**src/sv/sctt_pkg.sv**
```systemverilog
// ----------------------------------------------------------------------------
// sctt_pkg
// Shared types and constants of the scheduled callback timer table.
// ----------------------------------------------------------------------------
package sctt_pkg;

  localparam int TABLE_DEPTH = 64;
  localparam int IDX_W = $clog2(TABLE_DEPTH);
  localparam int PTR_W = IDX_W + 1;
  localparam logic [PTR_W-1:0] PTR_NONE = PTR_W'(TABLE_DEPTH);
  localparam logic [14:0] HANDLE_MAX = 15'd32000;
  localparam logic [14:0] HANDLE_FIRST = 15'd1;

  localparam logic [2:0] CMD_SCHED = 3'd0;
  localparam logic [2:0] CMD_CANCEL = 3'd1;
  localparam logic [2:0] CMD_ALL = 3'd2;
  localparam logic [2:0] CMD_CLEAR = 3'd3;
  localparam logic [2:0] CMD_TICK = 3'd4;

  localparam logic [1:0] KIND_SCHED = 2'd0;
  localparam logic [1:0] KIND_CANCEL = 2'd1;
  localparam logic [1:0] KIND_FIRE = 2'd2;

  typedef struct packed {
    logic [31:0] due;
    logic [15:0] callback;
    logic [31:0] argument;
    logic [14:0] handle;
    logic [15:0] trigger;
    logic [15:0] caller;
  } entry_t;

  typedef struct packed {
    logic [1:0]  kind;
    logic [14:0] handle;
    logic        found;
    logic [15:0] callback;
    logic [31:0] argument;
    logic [15:0] caller;
    logic [15:0] trigger;
  } result_t;

  typedef struct packed {
    logic load;
    logic scan_start;
    logic scan_inc;
    logic sched_write;
    logic sched_link;
    logic pend_sched;
    logic pend_full;
    logic pend_cancel;
    logic cancel_found;
    logic walk_start;
    logic unlink;
    logic keep;
    logic zero_caller;
    logic fire;
    logic push_pend;
    logic push_last;
    logic clear_all;
  } ctl_t;

  typedef struct packed {
    logic [2:0] op;
    logic       slot_free;
    logic       scan_last;
    logic       cur_none;
    logic       handle_match;
    logic       trig_match;
    logic       caller_match;
    logic       due;
    logic       pend_valid;
    logic       out_free;
  } stat_t;

endpackage

```
**src/sv/sctt_ctrl.sv**
```systemverilog
// ----------------------------------------------------------------------------
// sctt_ctrl
// Command sequencer of the scheduled callback timer table.
// ----------------------------------------------------------------------------
module sctt_ctrl (
  input  logic              clk,
  input  logic              rst,
  input  logic              in_valid,
  output logic              in_ready,
  input  logic [2:0]        cmd,
  input  sctt_pkg::stat_t   stat,
  output sctt_pkg::ctl_t    ctl
);

  typedef enum logic [6:0] {
    S_IDLE   = 7'b0000001,
    S_SCAN   = 7'b0000010,
    S_SWRITE = 7'b0000100,
    S_SLINK  = 7'b0001000,
    S_WRD    = 7'b0010000,
    S_WEX    = 7'b0100000,
    S_FLUSH  = 7'b1000000
  } state_t;

  state_t state;
  state_t state_next;

  assign in_ready = (state == S_IDLE);

  always_comb begin
    state_next = state;
    ctl = '0;
    unique case (state)
      S_IDLE: begin
        if (in_valid) begin
          ctl.load = 1'b1;
          if (cmd == sctt_pkg::CMD_SCHED) begin
            ctl.scan_start = 1'b1;
            state_next = S_SCAN;
          end else if (cmd == sctt_pkg::CMD_CANCEL || cmd == sctt_pkg::CMD_CLEAR ||
                       cmd == sctt_pkg::CMD_TICK) begin
            ctl.walk_start = 1'b1;
            state_next = S_WRD;
          end else if (cmd == sctt_pkg::CMD_ALL) begin
            ctl.clear_all = 1'b1;
          end
        end
      end
      S_SCAN: begin
        if (stat.slot_free) begin
          state_next = S_SWRITE;
        end else if (stat.scan_last) begin
          ctl.pend_full = 1'b1;
          state_next = S_FLUSH;
        end else begin
          ctl.scan_inc = 1'b1;
        end
      end
      S_SWRITE: begin
        ctl.sched_write = 1'b1;
        state_next = S_SLINK;
      end
      S_SLINK: begin
        ctl.sched_link = 1'b1;
        ctl.pend_sched = 1'b1;
        state_next = S_FLUSH;
      end
      S_WRD: begin
        if (!stat.cur_none) begin
          state_next = S_WEX;
        end else if (stat.op == sctt_pkg::CMD_CANCEL) begin
          ctl.pend_cancel = 1'b1;
          state_next = S_FLUSH;
        end else if (stat.pend_valid) begin
          state_next = S_FLUSH;
        end else begin
          state_next = S_IDLE;
        end
      end
      S_WEX: begin
        if (stat.op == sctt_pkg::CMD_CANCEL) begin
          if (stat.handle_match) begin
            ctl.unlink = 1'b1;
            ctl.pend_cancel = 1'b1;
            ctl.cancel_found = 1'b1;
            state_next = S_FLUSH;
          end else begin
            ctl.keep = 1'b1;
            state_next = S_WRD;
          end
        end else if (stat.op == sctt_pkg::CMD_CLEAR) begin
          if (stat.trig_match) begin
            ctl.unlink = 1'b1;
          end else begin
            ctl.keep = 1'b1;
            ctl.zero_caller = stat.caller_match;
          end
          state_next = S_WRD;
        end else if (stat.due) begin
          if (!stat.pend_valid || stat.out_free) begin
            ctl.fire = 1'b1;
            ctl.push_pend = stat.pend_valid;
            state_next = S_WRD;
          end
        end else begin
          ctl.keep = 1'b1;
          state_next = S_WRD;
        end
      end
      S_FLUSH: begin
        if (stat.out_free) begin
          ctl.push_pend = 1'b1;
          ctl.push_last = 1'b1;
          state_next = S_IDLE;
        end
      end
      default: state_next = S_IDLE;
    endcase
  end

  always_ff @(posedge clk) begin
    if (rst) begin
      state <= S_IDLE;
    end else begin
      state <= state_next;
    end
  end

endmodule

```
**config.mk**
```make
export PLATFORM = sky130hd
export DESIGN_NAME = sctt_ctrl
export DESIGN_NICKNAME = d
export VERILOG_FILES = /design/src/sv/sctt_pkg.sv /design/src/sv/sctt_ctrl.sv
export SDC_FILE = /design/constraint.sdc
export NUM_CORES = 1
export LEC_CHECK = 0
export ABC_AREA = 0
export BUFFER_PORTS_ARGS = -buffer_cell sky130_fd_sc_hd__buf_2
export CAP_MARGIN = 0
export CORE_MARGIN = 5
export CORE_UTILIZATION = 44
export CTS_CLUSTER_DIAMETER = 200
export DETAILED_ROUTE_END_ITERATION = 7
export PLACE_DENSITY = 0.8
export RECOVER_POWER = 100
export SLEW_MARGIN = 0
export SYNTH_ARGS = -nofsm -noshare
export SYNTH_HDL_FRONTEND = slang
export SYNTH_SLANG_ARGS = --single-unit
```
**constraint.sdc**
```tcl
create_clock -name clk -period 1.8 [get_ports clk]
set_input_delay 0 -clock clk [delete_from_list [all_inputs] [get_ports clk]]
set_output_delay 0 -clock clk [all_outputs]
set_load 0.01 [all_outputs]
```
Word-level counts from Yosys, hierarchy flattened
Cells that the tools add are included.
{"block": "word_totals", "inputBits": 18, "reg_bits": 7}
{"block": "op_classes", "reduce_logical": 6, "n_eq_ne": 18, "muxes": 58}
{"cell": "two-way mux 7 bit", "n": 14}
{"cell": "case mux 7 bit (7 select lines)", "n": 1}
{"cell": "two-way mux 1 bit", "n": 28}
{"cell": "two-way mux 2 bit", "n": 11}
{"cell": "equality test 3 x 2 -> 1 bit (second input constant)", "n": 3}
{"cell": "equality test 7 x 1 -> 1 bit (second input constant)", "n": 1}
{"cell": "equality test 7 x 2 -> 1 bit (second input constant)", "n": 1}
{"cell": "equality test 7 x 3 -> 1 bit (second input constant)", "n": 1}
{"cell": "equality test 7 x 4 -> 1 bit (second input constant)", "n": 1}
{"cell": "equality test 7 x 5 -> 1 bit (second input constant)", "n": 1}
{"cell": "equality test 7 x 6 -> 1 bit (second input constant)", "n": 1}
{"cell": "equality test 7 bit (second input constant)", "n": 1}
{"cell": "equality test 3 x 1 -> 1 bit (second input constant)", "n": 2}
{"cell": "inequality test 5 bit (second input constant)", "n": 1}
{"cell": "AND reduction 5 bit", "n": 1}
{"cell": "two-way mux 4 bit", "n": 1}
{"cell": "inequality test 2 bit (second input constant)", "n": 2}
{"cell": "case mux 1 bit (2 select lines)", "n": 2}
{"cell": "equality test 3 bit (second input constant)", "n": 1}
{"cell": "logical NOT 3 bit", "n": 1}
{"cell": "logical OR 1 bit", "n": 3}
{"cell": "two-way mux 3 bit", "n": 1}
{"cell": "inequality test 3 x 1 -> 1 bit (second input constant)", "n": 1}
{"cell": "inequality test 3 bit (second input constant)", "n": 1}
{"cell": "logical NOT 1 bit", "n": 1}

Logic depth before layout (Yosys ltp)
{"block": "logic_depth", "depth_word": 7, "mapped_depth": 6, "mapped_depth_nobuf": 5}

Least setup slack after synthesis
Ideal clock, no wire load.
{"block": "synth_path", "path_type": "register -> register", "start": "reg state[3]", "end": "reg state[3]", "setup_ns": 0.115, "t_required_ns": 1.685, "period_less_slack_ns": 1.843, "path_stages_with_launch": 6, "arrival_ns": 1.728, "path_slack_ns": -0.043, "path_cell_list": "dfxtp_1 -> or4_4 -> nor4_2 -> nor2_1 -> nor4b_1 -> and2_1"}
{"block": "synth_via", "elab_chain_cells": 3}
{"element": "from (decl)", "line": "sctt_ctrl.sv:25", "source": "state_t state;"}
{"element": "from (signal assigned)", "line": "sctt_ctrl.sv:125", "source": "state <= state_next;"}
{"element": "equality test 7 x 6 -> 1 bit, or another cell as far along", "line": "sctt_ctrl.sv:33", "source": "unique case (state)"}
{"element": "inequality test 5 bit (no line), or another cell as far along"}
{"element": "AND reduction 5 bit (no line)"}
Several ways; a longest one is shown, not always the timed one.
A chain may end at the register's enable or synchronous reset.

==> parameters.txt <==
Parameter                              Value

Status
  Run status    finished with violations
  Violations in the final reports    setup timing

Power and ir drop
  Total Power    1013 µW
  Power Dens Cells    846.6 nW/µm²
  Leak Pwr    0.0005766 µW
  Max rail drop VDD    0.6686 mV

Finish
  Register with the highest flop count    state
  Fill cells    103
  Number of standard cells in the layout, taps in and fillers out    163
  Layout Utilization    78.49%
  Number of inserted diodes    0
  Total number of nets in the final design    166
  Area grow syn2layout    68.31%
  Share of post-route cells with drive strength above 1    57.82%
  Registers with the most flip-flops    state (7)
  Flip-flop count of the largest register after layout    7

Route
  Number of vias after detailed routing    958
  Routed length per placed instance    17.15 µm
  Via density per instance    5.877
  Total wire length    2795 µm
  Post-route antenna net violation count    0
  Pre-Repair DR Iteration Count    4
  Detailed Route Iter0 Violations    17
  DRC violation count after routing    0

STA
  Min Clock Period, post-route    1.970 ns
  Final-report setup violation count    11
  Transition time at the pin with the least slew margin    0.4956 ns
  Setup ws final    -0.1701 ns
  Final cycle utilization of the critical path    109.5%
  Final-report hold violation count    0
  Final Max Slew Viols    0
  Max Fclk    507.6 MHz
  Worst Clk Skew    0.005571 ns
  Final TNS setup    -1.146 ns
  RSZ-0062 raised after global routing    yes
  Max-slew headroom at the worst pin    66.54%

Placed design
  Total instance count after detailed placement    152
  Worst slack after detailed placement    0.004877 ns
  Final weighted congestion of routability-driven global placement    0.8819
  Final HPWL from detailed placement    1784 µm
  Count of input and output buffers    35

Floorplanning
  Initial standard-cell utilization of the core    46.63%
  Standard cell core area    1524 µm²
  Die Ht    50.19 µm
  Die W    50.19 µm
  FP Rows    14
  Top-Level Pins    36
  Floorplan die area    2519 µm²

Synthesis
  Top area cells in the synthesized netlist    dfxtp_1, nor2_1, mux2i_1
  Warnings from Yosys    0
  Share of the yosys chip area belonging to registers    19.72%
  Cell type with the highest aggregate area in the netlist    dfxtp_1
  Post-synthesis instance total    91
  Net Count, Synth    109
  Share of Yosys cell area claimed by the top area cell type    19.72%
  Mapped Avg Cell Area    7.810 µm²
  Unique masters post-synth    42
  Synthesized area    710.7 µm²
  Synthesis-stage register bit count    7

Job
  Max-Cap Viols    0

Setup path
  Source of the critical timing path    state[4]
  Arrival time of the worst setup path    1.97 ns
  Maximum fanout along the worst path    3
  Required arrival time at the worst endpoint    1.80 ns
  Kind of start point of the critical path    flop
  Type of destination of the critical path    output pin
  Cell type of the slowest stage on the worst timing path    or4_4
  Crit path largest cell delay    0.56 ns
  Crit Reg-Reg Startpoint    state[4]
  Cell-by-cell listing of the critical path    or4_4, buf_4, buf_6, nor4_4, buf_4, buf_6
  Register-to-register path setup slack    -0.12 ns
  Type of the worst setup path    reg -> out

CTS
  Clock latency on the worst-skew pair    0.27 ns
  Master cell of the clock root buffer    clkbuf_4
  Total clock sinks    7
  Maximum clock path buffer count    2
  CTS tree    built
  Clock input transition at the sequential cells of the worst setup and hold paths    0.07 ns
  CTS HTree Levels    1
  Num CTS Buffers    3

Global route
  Wire length of the first global-routing pass    3919 µm
  Antenna violations before repair    0
  Vias in the first global route    893
  Global-route usage over all layers    19.42%
  Total gr overflow    0
  Largest net degree at the start of global routing    11

Hold path
  Worst hold start    stat[6]
  Worst Hold Class    in -> reg
critical path: cells and delay by family (launching register included):
kind | cells | cell delay, ns
and+or+nand+nor | 2 | 0.83
DFF | 1 | 0.32
buffers and inverters | 4 | 0.54
cell families (layout without fill, tap and decap cells):
kind of cell / after synthesis / after routing / share of synthesized area (%)
buffers and inverters: 8 / 64 / 5.281
flip-flops: 7 / 7 / 19.72
AO/OA/AOI/OAI: 17 / 17 / 18.31
XOR/XNOR: 1 / 1 / 1.233
AND/OR/NAND/NOR: 55 / 55 / 51.24
multiplexers: 3 / 3 / 4.226
per-layer routing:
metal / track usage, % / up-vias / wire length (µm)
li1: - / 459 / -
met1: 21.25 / 463 / 1130
met2: 36.82 / 26 / 1448
met3: 4.438 / 10 / 133
met4: 4.803 / 0 / 82
met5: 0 / - / 0
where the power goes:
part,switching (µW),internal [µW]
clock,84.2,85.9
sequential,17.4,174
combinational,301,350
total,402,610
path summary, 6_finish.rpt:
kind	cells after the start	to
min	4	state[5]
min reg2reg	3	state[2]
max reg2reg	7	state[3]
max	6	ctl[14]
synth_stat cells:
| library cell | instances |
|---|---|
| a221oi_1 | 1 |
| nand3b_1 | 1 |
| xor2_1 | 1 |
| a32oi_2 | 1 |
| and4b_1 | 1 |
| nor2_2 | 1 |
| nand2_1 | 3 |
| or3b_2 | 1 |
| nor2b_1 | 3 |
| a221oi_2 | 1 |
| nor4b_2 | 1 |
| nor4_1 | 4 |
| buf_4 | 1 |
| nor3b_1 | 1 |
| nor3b_2 | 1 |
| nor4_2 | 1 |
| nand2b_1 | 1 |
| or2_2 | 1 |
| and3_1 | 3 |
| o21ai_0 | 3 |
| a21oi_1 | 4 |
| nor2_1 | 13 |
| or4_4 | 2 |
| inv_1 | 4 |
| a21boi_1 | 1 |
| a21boi_0 | 1 |
| nand3_1 | 2 |
| o21ba_1 | 1 |
| nor3_1 | 6 |
| o311ai_0 | 1 |
| o22ai_1 | 1 |
| and4_1 | 1 |
| dfxtp_1 | 7 |
| mux2i_1 | 3 |
| buf_2 | 3 |
| nand4b_1 | 2 |
| nor4b_1 | 2 |
| a31oi_1 | 1 |
| a32oi_1 | 1 |
| or3_1 | 1 |
| nor4b_4 | 1 |
| and2_1 | 2 |
per-stage QoR:
step                cell area (µm²)  hold slack [ns]
floorplan                     724.4          0.03364
global placement               1002           0.2511
detailed placement             1002           0.2536
CTS                            1097          0.03200
global route                   1196          0.03133
finish                         1196          0.03670
cell type report:
cell class | count | area (µm²) | share of cell area (%)
clock buffer | 4 | 26.28 | 2.197
multi-input combinational | 76 | 624.3 | 52.20
inverter | 4 | 15.01 | 1.255
tap | 16 | 20.02 | 1.674
sequential | 7 | 147.6 | 12.34
timing repair buffer | 56 | 362.8 | 30.33
repair_timing:
action,in CTS,in global routing
resized for setup,7,17
endpoints found under the setup margin,10,17
hold buffers,0,0
pin swaps,8,8
setup buffers,3,6
layout by cell type (no fill, tap or decap), types with 3 or more instances in the layout:
| cell | count |
|---|---|
| buf_6 | 6 |
| nor3_1 | 5 |
| nor2b_1 | 3 |
| nor2_1 | 11 |
| buf_4 | 18 |
| clkbuf_4 | 3 |
| o21ai_0 | 3 |
| dfxtp_1 | 3 |
| buf_2 | 32 |
| nor4_2 | 3 |
| dfxtp_2 | 3 |
| a21oi_1 | 4 |
| inv_1 | 4 |
| mux2i_1 | 3 |
| and3_1 | 3 |
Note: power is estimated with default switching activity, not from simulation.
